[src/hw/rtl/crcfr_pkg.sv]
// Shared types, register map and CRC byte-update functions for the frame receiver.
package crcfr_pkg;

  // Register map, indexed by paddr[3:2]
  localparam logic [1:0] REG_MAGIC    = 2'd0;
  localparam logic [1:0] REG_MIN_LEN  = 2'd1;
  localparam logic [1:0] REG_EXT_TYPE = 2'd2;

  localparam int unsigned ADDR_W = 4;
  localparam int unsigned DATA_W = 32;

  // Register reset values
  localparam logic [7:0] MAGIC_RST    = 8'h55;
  localparam logic [8:0] MIN_LEN_RST  = 9'd13;
  localparam logic [7:0] EXT_TYPE_RST = 8'h05;

  // Framing constants
  localparam logic [8:0]  MIN_LEN_FLOOR = 9'd3;
  localparam logic [7:0]  FIXED_EXT     = 8'h09;
  localparam logic [7:0]  CRC8_INIT     = 8'hEE;
  localparam logic [7:0]  CRC8_POLY     = 8'h31;
  localparam logic [15:0] CRC16_INIT    = 16'h496C;
  localparam logic [15:0] CRC16_POLY    = 16'h1021;

  // Default depth of the queue between front and back end
  localparam int unsigned QUEUE_DEPTH = 4;

  typedef struct packed {
    logic [7:0] magic;
    logic [8:0] min_len;
    logic [7:0] ext_type;
  } crcfr_cfg_t;

  // One queue entry: either a released header (three bytes) or one body byte
  typedef struct packed {
    logic            hdr;
    logic [2:0][7:0] bytes;
    logic [8:0]      len;
  } crcfr_entry_t;

  function automatic logic [7:0] rev8(input logic [7:0] v);
    logic [7:0] r;
    for (int k = 0; k < 8; k++) begin
      r[k] = v[7-k];
    end
    return r;
  endfunction

  function automatic logic [7:0] crc8_byte(input logic [7:0] c, input logic [7:0] b);
    logic [7:0] r;
    r = c ^ rev8(b);
    for (int k = 0; k < 8; k++) begin
      r = r[7] ? ({r[6:0], 1'b0} ^ CRC8_POLY) : {r[6:0], 1'b0};
    end
    return r;
  endfunction

  function automatic logic [15:0] crc16_byte(input logic [15:0] c, input logic [7:0] b);
    logic [15:0] r;
    r = c ^ {rev8(b), 8'h00};
    for (int k = 0; k < 8; k++) begin
      r = r[15] ? ({r[14:0], 1'b0} ^ CRC16_POLY) : {r[14:0], 1'b0};
    end
    return r;
  endfunction

endpackage

[src/hw/rtl/crcfr_front.sv]
// Front end: hunts for the frame header, checks it and classifies every byte.
module crcfr_front (
  input  logic                    clk,
  input  logic                    rst_n,
  input  crcfr_pkg::crcfr_cfg_t   cfg,
  input  logic                    accept,
  input  logic [7:0]              in_byte,
  output logic                    ent_push,
  output crcfr_pkg::crcfr_entry_t ent
);

  logic [1:0] held_cnt_r, held_cnt_nxt;
  logic [7:0] held0_r, held0_nxt;
  logic [7:0] held1_r, held1_nxt;
  logic       in_frame_r, in_frame_nxt;
  logic [8:0] seen_r, seen_nxt;
  logic [8:0] len_r, len_nxt;

  logic [8:0] decl;
  logic [8:0] min_len;
  logic       hdr_bad;
  logic       body_last;

  // Header evaluation on the type byte
  always_comb begin
    decl    = {(in_byte == cfg.ext_type) || (in_byte == crcfr_pkg::FIXED_EXT), held1_r};
    min_len = (cfg.min_len < crcfr_pkg::MIN_LEN_FLOOR) ? crcfr_pkg::MIN_LEN_FLOOR
                                                        : cfg.min_len;
    hdr_bad = (held0_r != cfg.magic) || (decl < min_len);
    body_last = ({1'b0, seen_r} + 10'd1) >= {1'b0, len_r};
  end

  // Classify the byte and advance the hunt
  always_comb begin
    held_cnt_nxt = held_cnt_r;
    held0_nxt    = held0_r;
    held1_nxt    = held1_r;
    in_frame_nxt = in_frame_r;
    seen_nxt     = seen_r;
    len_nxt      = len_r;
    ent_push     = 1'b0;
    ent.hdr      = 1'b0;
    ent.bytes    = {8'h00, 8'h00, in_byte};
    ent.len      = len_r;
    if (accept) begin
      if (in_frame_r) begin
        ent_push = 1'b1;
        seen_nxt = seen_r + 9'd1;
        if (body_last) begin
          in_frame_nxt = 1'b0;
        end
      end else begin
        case (held_cnt_r)
          2'd0: begin
            if (in_byte == cfg.magic) begin
              held0_nxt    = in_byte;
              held_cnt_nxt = 2'd1;
            end
          end
          2'd1: begin
            held1_nxt    = in_byte;
            held_cnt_nxt = 2'd2;
          end
          default: begin
            if (hdr_bad) begin
              // Rescan the held bytes for a new magic
              if (held1_r == cfg.magic) begin
                held0_nxt    = held1_r;
                held1_nxt    = in_byte;
                held_cnt_nxt = 2'd2;
              end else if (in_byte == cfg.magic) begin
                held0_nxt    = in_byte;
                held_cnt_nxt = 2'd1;
              end else begin
                held_cnt_nxt = 2'd0;
              end
            end else begin
              // Release the header
              ent_push     = 1'b1;
              ent.hdr      = 1'b1;
              ent.bytes    = {in_byte, held1_r, held0_r};
              ent.len      = decl;
              len_nxt      = decl;
              seen_nxt     = 9'd3;
              in_frame_nxt = (decl > 9'd3);
              held_cnt_nxt = 2'd0;
            end
          end
        endcase
      end
    end
  end

  always_ff @(posedge clk) begin
    if (!rst_n) begin
      held_cnt_r <= 2'd0;
      in_frame_r <= 1'b0;
      seen_r     <= 9'd0;
      len_r      <= 9'd0;
    end else begin
      held_cnt_r <= held_cnt_nxt;
      in_frame_r <= in_frame_nxt;
      seen_r     <= seen_nxt;
      len_r      <= len_nxt;
    end
  end

  always_ff @(posedge clk) begin
    held0_r <= held0_nxt;
    held1_r <= held1_nxt;
  end

endmodule

[src/hw/rtl/crcfr_queue.sv]
// Short queue of classified entries between front and back end.
module crcfr_queue #(
  parameter int unsigned DEPTH = crcfr_pkg::QUEUE_DEPTH
) (
  input  logic                    clk,
  input  logic                    rst_n,
  input  logic                    wr_en,
  input  crcfr_pkg::crcfr_entry_t wr_data,
  input  logic                    rd_en,
  output crcfr_pkg::crcfr_entry_t rd_data,
  output logic                    q_full,
  output logic                    q_empty
);

  localparam int unsigned PTR_W = (DEPTH > 1) ? $clog2(DEPTH) : 1;
  localparam int unsigned CNT_W = $clog2(DEPTH + 1);

  crcfr_pkg::crcfr_entry_t mem_r [DEPTH];
  logic [PTR_W-1:0] wptr_r, wptr_nxt;
  logic [PTR_W-1:0] rptr_r, rptr_nxt;
  logic [CNT_W-1:0] cnt_r, cnt_nxt;

  assign q_full  = (cnt_r == CNT_W'(DEPTH));
  assign q_empty = (cnt_r == '0);
  assign rd_data = mem_r[rptr_r];

  // Advance pointers with wrap at the depth
  always_comb begin
    wptr_nxt = wptr_r;
    rptr_nxt = rptr_r;
    cnt_nxt  = cnt_r;
    if (wr_en) begin
      wptr_nxt = (wptr_r == PTR_W'(DEPTH - 1)) ? '0 : wptr_r + PTR_W'(1);
    end
    if (rd_en) begin
      rptr_nxt = (rptr_r == PTR_W'(DEPTH - 1)) ? '0 : rptr_r + PTR_W'(1);
    end
    case ({wr_en, rd_en})
      2'b10:   cnt_nxt = cnt_r + CNT_W'(1);
      2'b01:   cnt_nxt = cnt_r - CNT_W'(1);
      default: cnt_nxt = cnt_r;
    endcase
  end

  always_ff @(posedge clk) begin
    if (!rst_n) begin
      wptr_r <= '0;
      rptr_r <= '0;
      cnt_r  <= '0;
    end else begin
      wptr_r <= wptr_nxt;
      rptr_r <= rptr_nxt;
      cnt_r  <= cnt_nxt;
    end
  end

  always_ff @(posedge clk) begin
    if (wr_en) begin
      mem_r[wptr_r] <= wr_data;
    end
  end

endmodule

[src/hw/rtl/crcfr_back.sv]
// Back end: expands entries into frame bytes, runs both CRCs and drives the result register.
module crcfr_back (
  input  logic                    clk,
  input  logic                    rst_n,
  input  logic                    q_empty,
  input  crcfr_pkg::crcfr_entry_t ent,
  output logic                    q_pop,
  input  logic                    pop,
  output logic                    empty,
  output logic [7:0]              out_byte,
  output logic                    out_first_of_frame,
  output logic                    out_last_of_frame,
  output logic                    out_crc_ok,
  output logic [8:0]              out_frame_length
);

  logic [1:0]  sub_r, sub_nxt;
  logic [8:0]  seen_r;
  logic [7:0]  hcrc_r;
  logic        hmatch_r;
  logic [15:0] fcrc_r;
  logic [7:0]  tlow_r;
  logic        out_vld_r;

  logic        advance;
  logic        start;
  logic [7:0]  b;
  logic [8:0]  i_cur;
  logic [7:0]  hcrc_in, hcrc_n;
  logic        hmatch_in, hmatch_n;
  logic [15:0] fcrc_in, fcrc_n;
  logic [7:0]  tlow_in, tlow_n;
  logic [9:0]  i_plus2;
  logic        last;
  logic        ok;

  assign advance = !q_empty && (!out_vld_r || pop);
  assign start   = ent.hdr && (sub_r == 2'd0);
  assign empty   = !out_vld_r;

  // Pick the byte of this cycle
  always_comb begin
    case (sub_r)
      2'd1:    b = ent.hdr ? ent.bytes[1] : ent.bytes[0];
      2'd2:    b = ent.hdr ? ent.bytes[2] : ent.bytes[0];
      default: b = ent.bytes[0];
    endcase
  end

  // Account one frame byte, restarting all checks on a header
  always_comb begin
    i_cur     = start ? 9'd0 : seen_r;
    hcrc_in   = start ? crcfr_pkg::CRC8_INIT : hcrc_r;
    hmatch_in = start ? 1'b0 : hmatch_r;
    fcrc_in   = start ? crcfr_pkg::CRC16_INIT : fcrc_r;
    tlow_in   = start ? 8'h00 : tlow_r;
    i_plus2   = {1'b0, i_cur} + 10'd2;

    hcrc_n   = (i_cur < 9'd3) ? crcfr_pkg::crc8_byte(hcrc_in, b) : hcrc_in;
    hmatch_n = (i_cur == 9'd3) ? (crcfr_pkg::rev8(hcrc_n) == b) : hmatch_in;
    fcrc_n   = (i_plus2 < {1'b0, ent.len}) ? crcfr_pkg::crc16_byte(fcrc_in, b) : fcrc_in;
    tlow_n   = (i_plus2 == {1'b0, ent.len}) ? b : tlow_in;
    last     = ({1'b0, i_cur} + 10'd1) >= {1'b0, ent.len};
    ok       = last && hmatch_n &&
               ({crcfr_pkg::rev8(fcrc_n[7:0]), crcfr_pkg::rev8(fcrc_n[15:8])} == {b, tlow_n});
  end

  // Step through the three header bytes, drop the entry when done
  always_comb begin
    sub_nxt = sub_r;
    q_pop   = 1'b0;
    if (advance) begin
      if (ent.hdr && (sub_r != 2'd2)) begin
        sub_nxt = sub_r + 2'd1;
      end else begin
        sub_nxt = 2'd0;
        q_pop   = 1'b1;
      end
    end
  end

  always_ff @(posedge clk) begin
    if (!rst_n) begin
      sub_r     <= 2'd0;
      out_vld_r <= 1'b0;
    end else begin
      sub_r <= sub_nxt;
      if (advance) begin
        out_vld_r <= 1'b1;
      end else if (pop) begin
        out_vld_r <= 1'b0;
      end
    end
  end

  // Hold CRC state and the result payload
  always_ff @(posedge clk) begin
    if (advance) begin
      seen_r             <= i_cur + 9'd1;
      hcrc_r             <= hcrc_n;
      hmatch_r           <= hmatch_n;
      fcrc_r             <= fcrc_n;
      tlow_r             <= tlow_n;
      out_byte           <= b;
      out_first_of_frame <= start;
      out_last_of_frame  <= last;
      out_crc_ok         <= ok;
      out_frame_length   <= ent.len;
    end
  end

endmodule

[src/hw/rtl/crc_checked_frame_receiver.sv]
// Top level of the frame receiver: configuration registers, front end, queue and back end.
// Accepts one received byte per clock while full is low. Body bytes leave one per clock
// while results are popped. A header is released by its third byte and yields three results,
// which the back end likewise sends one per clock, so the entry queue (QUEUE_DEPTH entries)
// fills by two entries per header and full rises only if results are not popped. Every
// result passes through one output register. Registers: magic byte at 0x0, minimum frame
// length at 0x4, extended type at 0x8; write them only while no frame byte is in flight.
module crc_checked_frame_receiver #(
  parameter int unsigned QUEUE_DEPTH = crcfr_pkg::QUEUE_DEPTH
) (
  input  logic                         clk,
  input  logic                         rst_n,
  input  logic                         push,
  output logic                         full,
  input  logic [7:0]                   in_byte,
  output logic                         empty,
  input  logic                         pop,
  output logic [7:0]                   out_byte,
  output logic                         out_first_of_frame,
  output logic                         out_last_of_frame,
  output logic                         out_crc_ok,
  output logic [8:0]                   out_frame_length,
  input  logic                         psel,
  input  logic                         penable,
  input  logic                         pwrite,
  input  logic [crcfr_pkg::ADDR_W-1:0] paddr,
  input  logic [crcfr_pkg::DATA_W-1:0] pwdata,
  output logic [crcfr_pkg::DATA_W-1:0] prdata,
  output logic                         pready
);

  crcfr_pkg::crcfr_cfg_t   cfg_r;
  crcfr_pkg::crcfr_entry_t ent_in;
  crcfr_pkg::crcfr_entry_t ent_out;
  logic                    ent_push;
  logic                    q_pop;
  logic                    q_empty;
  logic                    q_full;
  logic                    cfg_wr;
  logic                    accept;

  assign pready = 1'b1;
  assign cfg_wr = psel && penable && pwrite;
  assign full   = q_full;
  assign accept = push && !q_full;

  // Write configuration registers
  always_ff @(posedge clk) begin
    if (!rst_n) begin
      cfg_r.magic    <= crcfr_pkg::MAGIC_RST;
      cfg_r.min_len  <= crcfr_pkg::MIN_LEN_RST;
      cfg_r.ext_type <= crcfr_pkg::EXT_TYPE_RST;
    end else if (cfg_wr) begin
      unique case (paddr[3:2])
        crcfr_pkg::REG_MAGIC:    cfg_r.magic    <= pwdata[7:0];
        crcfr_pkg::REG_MIN_LEN:  cfg_r.min_len  <= pwdata[8:0];
        crcfr_pkg::REG_EXT_TYPE: cfg_r.ext_type <= pwdata[7:0];
        default: ;
      endcase
    end
  end

  // Read back configuration registers
  always_comb begin
    unique case (paddr[3:2])
      crcfr_pkg::REG_MAGIC:    prdata = {24'h0, cfg_r.magic};
      crcfr_pkg::REG_MIN_LEN:  prdata = {23'h0, cfg_r.min_len};
      crcfr_pkg::REG_EXT_TYPE: prdata = {24'h0, cfg_r.ext_type};
      default:                 prdata = '0;
    endcase
  end

  crcfr_front u_front (
    .clk      (clk),
    .rst_n    (rst_n),
    .cfg      (cfg_r),
    .accept   (accept),
    .in_byte  (in_byte),
    .ent_push (ent_push),
    .ent      (ent_in)
  );

  crcfr_queue #(
    .DEPTH (QUEUE_DEPTH)
  ) u_queue (
    .clk     (clk),
    .rst_n   (rst_n),
    .wr_en   (ent_push),
    .wr_data (ent_in),
    .rd_en   (q_pop),
    .rd_data (ent_out),
    .q_full  (q_full),
    .q_empty (q_empty)
  );

  crcfr_back u_back (
    .clk                (clk),
    .rst_n              (rst_n),
    .q_empty            (q_empty),
    .ent                (ent_out),
    .q_pop              (q_pop),
    .pop                (pop),
    .empty              (empty),
    .out_byte           (out_byte),
    .out_first_of_frame (out_first_of_frame),
    .out_last_of_frame  (out_last_of_frame),
    .out_crc_ok         (out_crc_ok),
    .out_frame_length   (out_frame_length)
  );

endmodule

[config.mk]
export PLATFORM = sky130hd
export DESIGN_NAME = crc_checked_frame_receiver
export DESIGN_NICKNAME = d
export VERILOG_FILES = /design/src/hw/rtl/crcfr_pkg.sv /design/src/hw/rtl/crcfr_front.sv /design/src/hw/rtl/crcfr_queue.sv /design/src/hw/rtl/crcfr_back.sv /design/src/hw/rtl/crc_checked_frame_receiver.sv
export SDC_FILE = /design/constraint.sdc
export NUM_CORES = 1
export LEC_CHECK = 0
export BUFFER_PORTS_ARGS = -buffer_cell sky130_fd_sc_hd__buf_2
export CAP_MARGIN = 20
export CORE_MARGIN = 2
export CORE_UTILIZATION = 23
export DETAILED_ROUTE_END_ITERATION = 8
export GPL_TIMING_DRIVEN = 0
export PLACE_DENSITY_LB_ADDON = 0.15
export SLEW_MARGIN = 20
export SYNTH_ARGS = -nofsm -noshare
export SYNTH_HDL_FRONTEND = slang
export SYNTH_SLANG_ARGS = --single-unit
[constraint.sdc]
create_clock -name clk -period 7.8 [get_ports clk]
set_input_delay 2.34 -clock clk [delete_from_list [all_inputs] [get_ports clk]]
set_output_delay 2.34 -clock clk [all_outputs]
set_load 0.01 [all_outputs]
==> flow_summary.json, run 1 <==
{
  "run_status": "completed",
  "rsz0062_at_grt": "no",
  "async_flop_share": 0,
  "synth-edff-count": 214,
  "end_kind": "flip-flop",
  "row_count": 91,
  "yosysTopAreaCell": "edfxtp_1",
  "grt_max_degree": 23,
  "track_usage": 0.123,
  "htreeDepth": 2,
  "cts_max_path_buffers": 3,
  "grt_overflow_total": 0,
  "cts_hold_buf": 0,
  "synthDistinctLibCells": 79,
  "synthTopCellsByArea": "edfxtp_1, dfxtp_1, mux4_2",
  "relSlewSlack": 0.375,
  "most-common-layout-cells": "edfxtp_1, nand2_1, nor2_1, buf_2, dfxtp_1",
  "synth_seq_cells": 272,
  "timing.critical_path.mode_cell": "clkbuf_1",
  "slowest_delay_ns": 0.62,
  "crit_type": "flip-flop to flip-flop",
  "setup_viol": 0,
  "cts-root-buf": "clkbuf_16",
  "coreArea_um2": 61700,
  "synthCells": 1218,
  "synthDominantCellAreaShare": 0.448,
  "detail_route.first_pass.iterations": 5,
  "hold_class": "flip-flop to flip-flop",
  "clock_latency_ns": 0.54,
  "numCtsBuffers": 34,
  "worst_slack_ns": 0.924,
  "cts_resized": 1,
  "synth-seq-area-share": 0.529,
  "cp_data_arrival_time_ns": 7.20,
  "maxCapViolations": 0,
  "vias": 9399,
  "port_buffers": 55,
  "drt_iter0_drc": 454,
  "max-vdd-ir-drop_v": 0.000113,
  "finalCritPeriodShare": 0.882,
  "cts_sinks": 272,
  "dieHeight_um": 254,
  "area_delta_synth_final_pct": 18.9,
  "dp_hpwl_um": 28200,
  "hp-start": "u_front.len_r[8]$_SDFFE_PN0P_",
  "avgSynthCellArea_um2": 11.8,
  "drcViolationCount": 0,
  "dieArea_um2": 64400,
  "antenna_cells": 0,
  "chipWidth_um": 254,
  "total_leakage_power_nw": 5.95,
  "final_common_cell": "edfxtp_1",
  "cp_slowest_cell": "mux4_2",
  "fin_worst_skew_ns": 0.0137,
  "cts_tree": "done",
  "grt_pass1_wl_um": 60400,
  "layout_min_cycle_time_ns": 6.88,
  "ant_nets": 0,
  "cp_data_required_time_ns": 8.12,
  "yosysWarningCount": 0,
  "design_area_um2": 17100,
  "worstPathCellList": "buf_6, mux4_2, buf_6, nand2_2, clkbuf_2, buf_2, nand2_1, inv_1, ha_1, clkbuf_1, nand3_1, xor2_1, nor2_1, ha_1, nand4_1, a21oi_1, a211oi_1, o21a_1, clkbuf_1, clkbuf_1, o221ai_1, nor4_1, nand4_1, a2111oi_2",
  "fillers": 6457,
  "hold_violations": 0,
  "drt_wl_total_um": 38900,
  "grt_pass1_vias": 9781,
  "path_max_fanout": 19,
  "synth_area_um2": 14300,
  "pin_count": 106,
  "power_density_nw_per_um2": 198,
  "drv_slew": 0,
  "clock.fmax_ghz": 0.145,
  "tightest_slew_ns": 0.930,
  "post_cts_buffers": 0,
  "start_kind": "flip-flop",
  "gp_congestion": 0.782,
  "drive_gt1_frac": 0.163,
  "antenna_found_initial": 0,
  "placed_area_um2": 16000,
  "synthFlopType": "edfxtp_1",
  "start_util": 0.232,
  "nets": 1437,
  "path_clk_slew_ns": 0.06,
  "dp_slack_ns": -0.0542,
  "wl_per_cell_um": 17.7,
  "post_drt_via_cell_ratio": 4.28
}
[cell usage after synthesis (4+ instances only)]
cell	number
nor4_1	11
and3_1	5
nor3_1	13
nand2b_1	10
a21boi_0	15
edfxtp_1	214
o21ai_0	55
o221ai_1	4
a31oi_1	11
buf_4	27
a211oi_1	5
xnor2_1	56
xor2_1	57
a21oi_1	25
o2111ai_1	4
mux2_2	15
dfxtp_1	58
buf_1	10
inv_1	57
nor2_1	61
nand4_1	9
nand3_1	48
o211ai_1	4
nand2_1	137
or3_1	8
mux2i_1	35
xnor3_1	4
buf_6	4
nor2b_1	13
and2_1	34
buf_2	4
clkbuf_1	36
mux4_2	34
o21a_1	15
ha_1	48
a21o_1	10
[where the power goes]
group / internal (mW) / total, mW / switching (mW)
Combinational: 0.0935 / 0.229 / 0.135
Clock: 0.954 / 1.58 / 0.627
Sequential: 1.56 / 1.57 / 0.00860
Total: 2.61 / 3.38 / 0.771
[sequential cells by signal, summed over array words and instances, names as in the netlist, 2 cells and up, named ones only]
| signal | flops |
|---|---|
| u_front.held_cnt_r | 2 |
| u_queue.cnt_r | 3 |
| u_back.out_frame_length | 9 |
| u_queue.wptr_r | 2 |
| u_front.seen_r | 9 |
| u_back.tlow_r | 8 |
| u_queue.rptr_r | 2 |
| u_queue.mem_r | 136 |
| u_back.seen_r | 9 |
| u_back.fcrc_r | 16 |
| u_back.sub_r | 2 |
| u_front.held0_r | 8 |
| u_back.out_byte | 8 |
| u_front.held1_r | 8 |
| u_front.len_r | 9 |
| u_back.hcrc_r | 8 |
| cfg_r | 25 |
[final cells by class]
class / count / area [um^2] / area share
well taps: 837 / 1050 / 0.0614
plain buffers: 80 / 439 / 0.0257
multi-input cells: 829 / 6200 / 0.364
inverters: 58 / 218 / 0.0128
repair buffers: 62 / 468 / 0.0274
flip-flops and latches: 272 / 7590 / 0.445
clock buffers: 41 / 898 / 0.0527
clock inverters: 17 / 196 / 0.0115
[worst max-delay path: cells and delay by family (launching register included)]
family                   cells  cell delay, ns
buffers and inverters        8            2.31
AO/OA/AOI/OAI                5            1.47
AND/OR/NAND/NOR              7            1.30
multiplexers                 1            0.62
adder cells (fa/ha/maj)      2            0.46
flip-flops                   1            0.32
XOR/XNOR                     1            0.16
[final timing paths]
kind / to / cells past startpoint / slack, ns
worst min register to register: u_front.len_r[8]$_SDFFE_PN0P_ / 2 / 0.50
worst min-delay path: u_front.len_r[8]$_SDFFE_PN0P_ / 2 / 0.50
worst max-delay path: u_back.out_crc_ok$_DFFE_PP_ / 24 / 0.92
worst max register to register: u_back.out_crc_ok$_DFFE_PP_ / 24 / 0.92
[per-layer routing]
layer  vias up  wire length (um)  GRT usage
li1       4584                 -          -
met1      4619             18000      0.161
met2       150             18800      0.210
met3        46              1330     0.0195
met4         0               762     0.0348
met5         -                 0          0
[through the flow]
step	total power [mW]	std cells	hold slack, ns	utilization	setup TNS (ns)
floorplan	1.76	1240	0.463	-	0
global placement	1.83	2132	0.486	0.255	-1.21
detailed placement	1.83	2139	0.493	0.259	-0.0542
CTS	3.45	2197	0.501	0.276	0
global route	3.52	2196	0.532	0.276	0
finish	3.38	2196	0.501	0.276	0
[cell families after synthesis]
kind of cell             Yosys count  share of synthesized area
AND/OR/NAND/NOR                  363                      0.119
multiplexers                      85                     0.0906
flip-flops                       272                      0.529
AO/OA/AOI/OAI                    185                     0.0877
XOR/XNOR                         123                     0.0836
adder cells (fa/ha/maj)           49                     0.0433
other                              2                   0.000524
buffers and inverters            139                     0.0459
Power figures use the tool's default switching activity.
==> run 2, diff against run 1 <==
--- a/config.mk
+++ b/config.mk
@@ -12,6 +12,7 @@
 export DETAILED_ROUTE_END_ITERATION = 8
 export GPL_TIMING_DRIVEN = 0
 export PLACE_DENSITY_LB_ADDON = 0.15
+export SETUP_SLACK_MARGIN = 0.1
 export SLEW_MARGIN = 20
 export SYNTH_ARGS = -nofsm -noshare
 export SYNTH_HDL_FRONTEND = slang
==> constraint.sdc (replaced) <==
create_clock -name clk -period 8.3 [get_ports clk]
set_input_delay 2.49 -clock clk [delete_from_list [all_inputs] [get_ports clk]]
set_output_delay 2.49 -clock clk [all_outputs]
set_load 0.01 [all_outputs]
==> run 2 against run 1 <==
Sequential cell count unchanged. Sequential share of layout area grew 0.14 points. Wire length fell by 0.39%. Highest routed layer unchanged.
==> flow_summary.json, run 2 (synthesized netlist as in run 1, its figures left out) <==
{
  "grt_max_degree": 25,
  "chipWidth_um": 254,
  "finalCritPeriodShare": 0.905,
  "hold_class": "flip-flop to flip-flop",
  "most-common-layout-cells": "edfxtp_1, nand2_1, nor2_1, buf_2, dfxtp_1",
  "dieArea_um2": 64400,
  "power_density_nw_per_um2": 185,
  "final_common_cell": "edfxtp_1",
  "grt_overflow_total": 0,
  "cts_tree": "done",
  "htreeDepth": 2,
  "post_drt_via_cell_ratio": 4.28,
  "path_clk_slew_ns": 0.06,
  "start_util": 0.232,
  "dieHeight_um": 254,
  "utilization": 0.276,
  "track_usage": 0.124,
  "design_area_um2": 17000,
  "wl_per_cell_um": 17.6,
  "pin_count": 106,
  "layout_min_cycle_time_ns": 7.51,
  "cts-root-buf": "clkbuf_16",
  "timing.critical_path.mode_cell": "clkbuf_1",
  "max-vdd-ir-drop_v": 0.0000981,
  "hold_violations": 0,
  "total_leakage_power_nw": 5.93,
  "post_cts_buffers": 0,
  "ant_nets": 0,
  "drt_iter0_drc": 490,
  "numCtsBuffers": 35,
  "coreArea_um2": 61700,
  "cts_max_path_buffers": 3,
  "grt_pass1_wl_um": 60800,
  "fin_total_pwr_mw": 3.14,
  "slowest_delay_ns": 0.63,
  "drive_gt1_frac": 0.164,
  "cp_data_arrival_time_ns": 7.85,
  "area_delta_synth_final_pct": 18.6,
  "placed_area_um2": 15900,
  "end_kind": "flip-flop",
  "row_count": 91,
  "maxCapViolations": 0,
  "drv_slew": 0,
  "detail_route.first_pass.iterations": 5,
  "cp_data_required_time_ns": 8.63,
  "dp_hpwl_um": 27900,
  "largest_reg_flops": 136,
  "reg_top3": "u_queue.mem_r (136), cfg_r (25), u_back.fcrc_r (16)",
  "tightest_slew_ns": 1.04,
  "start_kind": "flip-flop",
  "setup_viol": 0,
  "dp_slack_ns": 0.431,
  "regMostFlops": "u_queue.mem_r",
  "vias": 9417,
  "clock.fmax_ghz": 0.133,
  "gp_congestion": 0.798,
  "port_buffers": 55,
  "antenna_found_initial": 0,
  "relSlewSlack": 0.305,
  "path_max_fanout": 10,
  "drcViolationCount": 0,
  "grt_pass1_vias": 9866,
  "cts_sinks": 272,
  "crit_type": "flip-flop to flip-flop",
  "drt_wl_total_um": 38800,
  "rsz0062_at_grt": "no",
  "worst_slack_ns": 0.788,
  "fin_worst_skew_ns": 0.0133,
  "nets": 1439,
  "cp_slowest_cell": "mux4_2",
  "antenna_cells": 0,
  "clock_latency_ns": 0.53,
  "run_status": "completed"
}
## run 2: critical path: cells and delay by family, from the launching register on
family / cells / cell delay [ns]
fa+ha+maj: 2 / 0.44
buf+inv: 9 / 3.01
flops: 1 / 0.32
simple gates: 7 / 1.33
mux: 1 / 0.63
xor+xnor: 1 / 0.17
compound gates: 5 / 1.39
## run 2: per-layer routing
metal	vias to the layer above	track usage	routed length, um
met4	0	0.0378	902
met3	57	0.0201	1350
met2	142	0.210	18500
met5	-	0	0
li1	4602	-	-
met1	4616	0.161	18100
## run 2: power by group
| part | internal (mW) | switching (mW) | leakage (nW) |
|---|---|---|---|
| clock network | 0.842 | 0.607 | 0.524 |
| logic | 0.0879 | 0.127 | 3.11 |
| registers | 1.47 | 0.00798 | 2.30 |
## run 2: path summary, 6_finish.rpt
path / start / endpoint / slack (ns) / depth (start not counted)
max: flip-flop / u_back.out_crc_ok$_DFFE_PP_ / 0.79 / 25
min: u_front.len_r[8]$_SDFFE_PN0P_ / u_front.len_r[8]$_SDFFE_PN0P_ / 0.50 / 2
max reg2reg: flip-flop / u_back.out_crc_ok$_DFFE_PP_ / 0.79 / 25
min reg2reg: u_front.len_r[8]$_SDFFE_PN0P_ / u_front.len_r[8]$_SDFFE_PN0P_ / 0.50 / 2
## run 2: what timing repair did
action	CTS	global route
resized for setup	0	1
hold buffers	0	0
endpoints found under the setup margin	0	1
## run 2: metrics by stage
step | instances | hold slack (ns) | TNS, ns
final | 2200 | 0.498 | 0
after global placement | 2132 | 0.485 | -38.01
after floorplan | 1240 | 0.463 | 0
after global routing | 2200 | 0.529 | 0
after detailed placement | 2139 | 0.491 | 0
after CTS | 2200 | 0.499 | 0
## run 2: final cells by class
| cell class | instances | area [um^2] |
|---|---|---|
| Buffer | 81 | 442 |
| Tap cell | 837 | 1050 |
| Multi-Input combinational cell | 829 | 6200 |
| Inverter | 58 | 218 |
| Fill cell | 6522 | 44700 |
| Clock buffer | 41 | 941 |
| Timing Repair Buffer | 62 | 438 |
| Clock inverter | 20 | 135 |
| Sequential cell | 272 | 7590 |
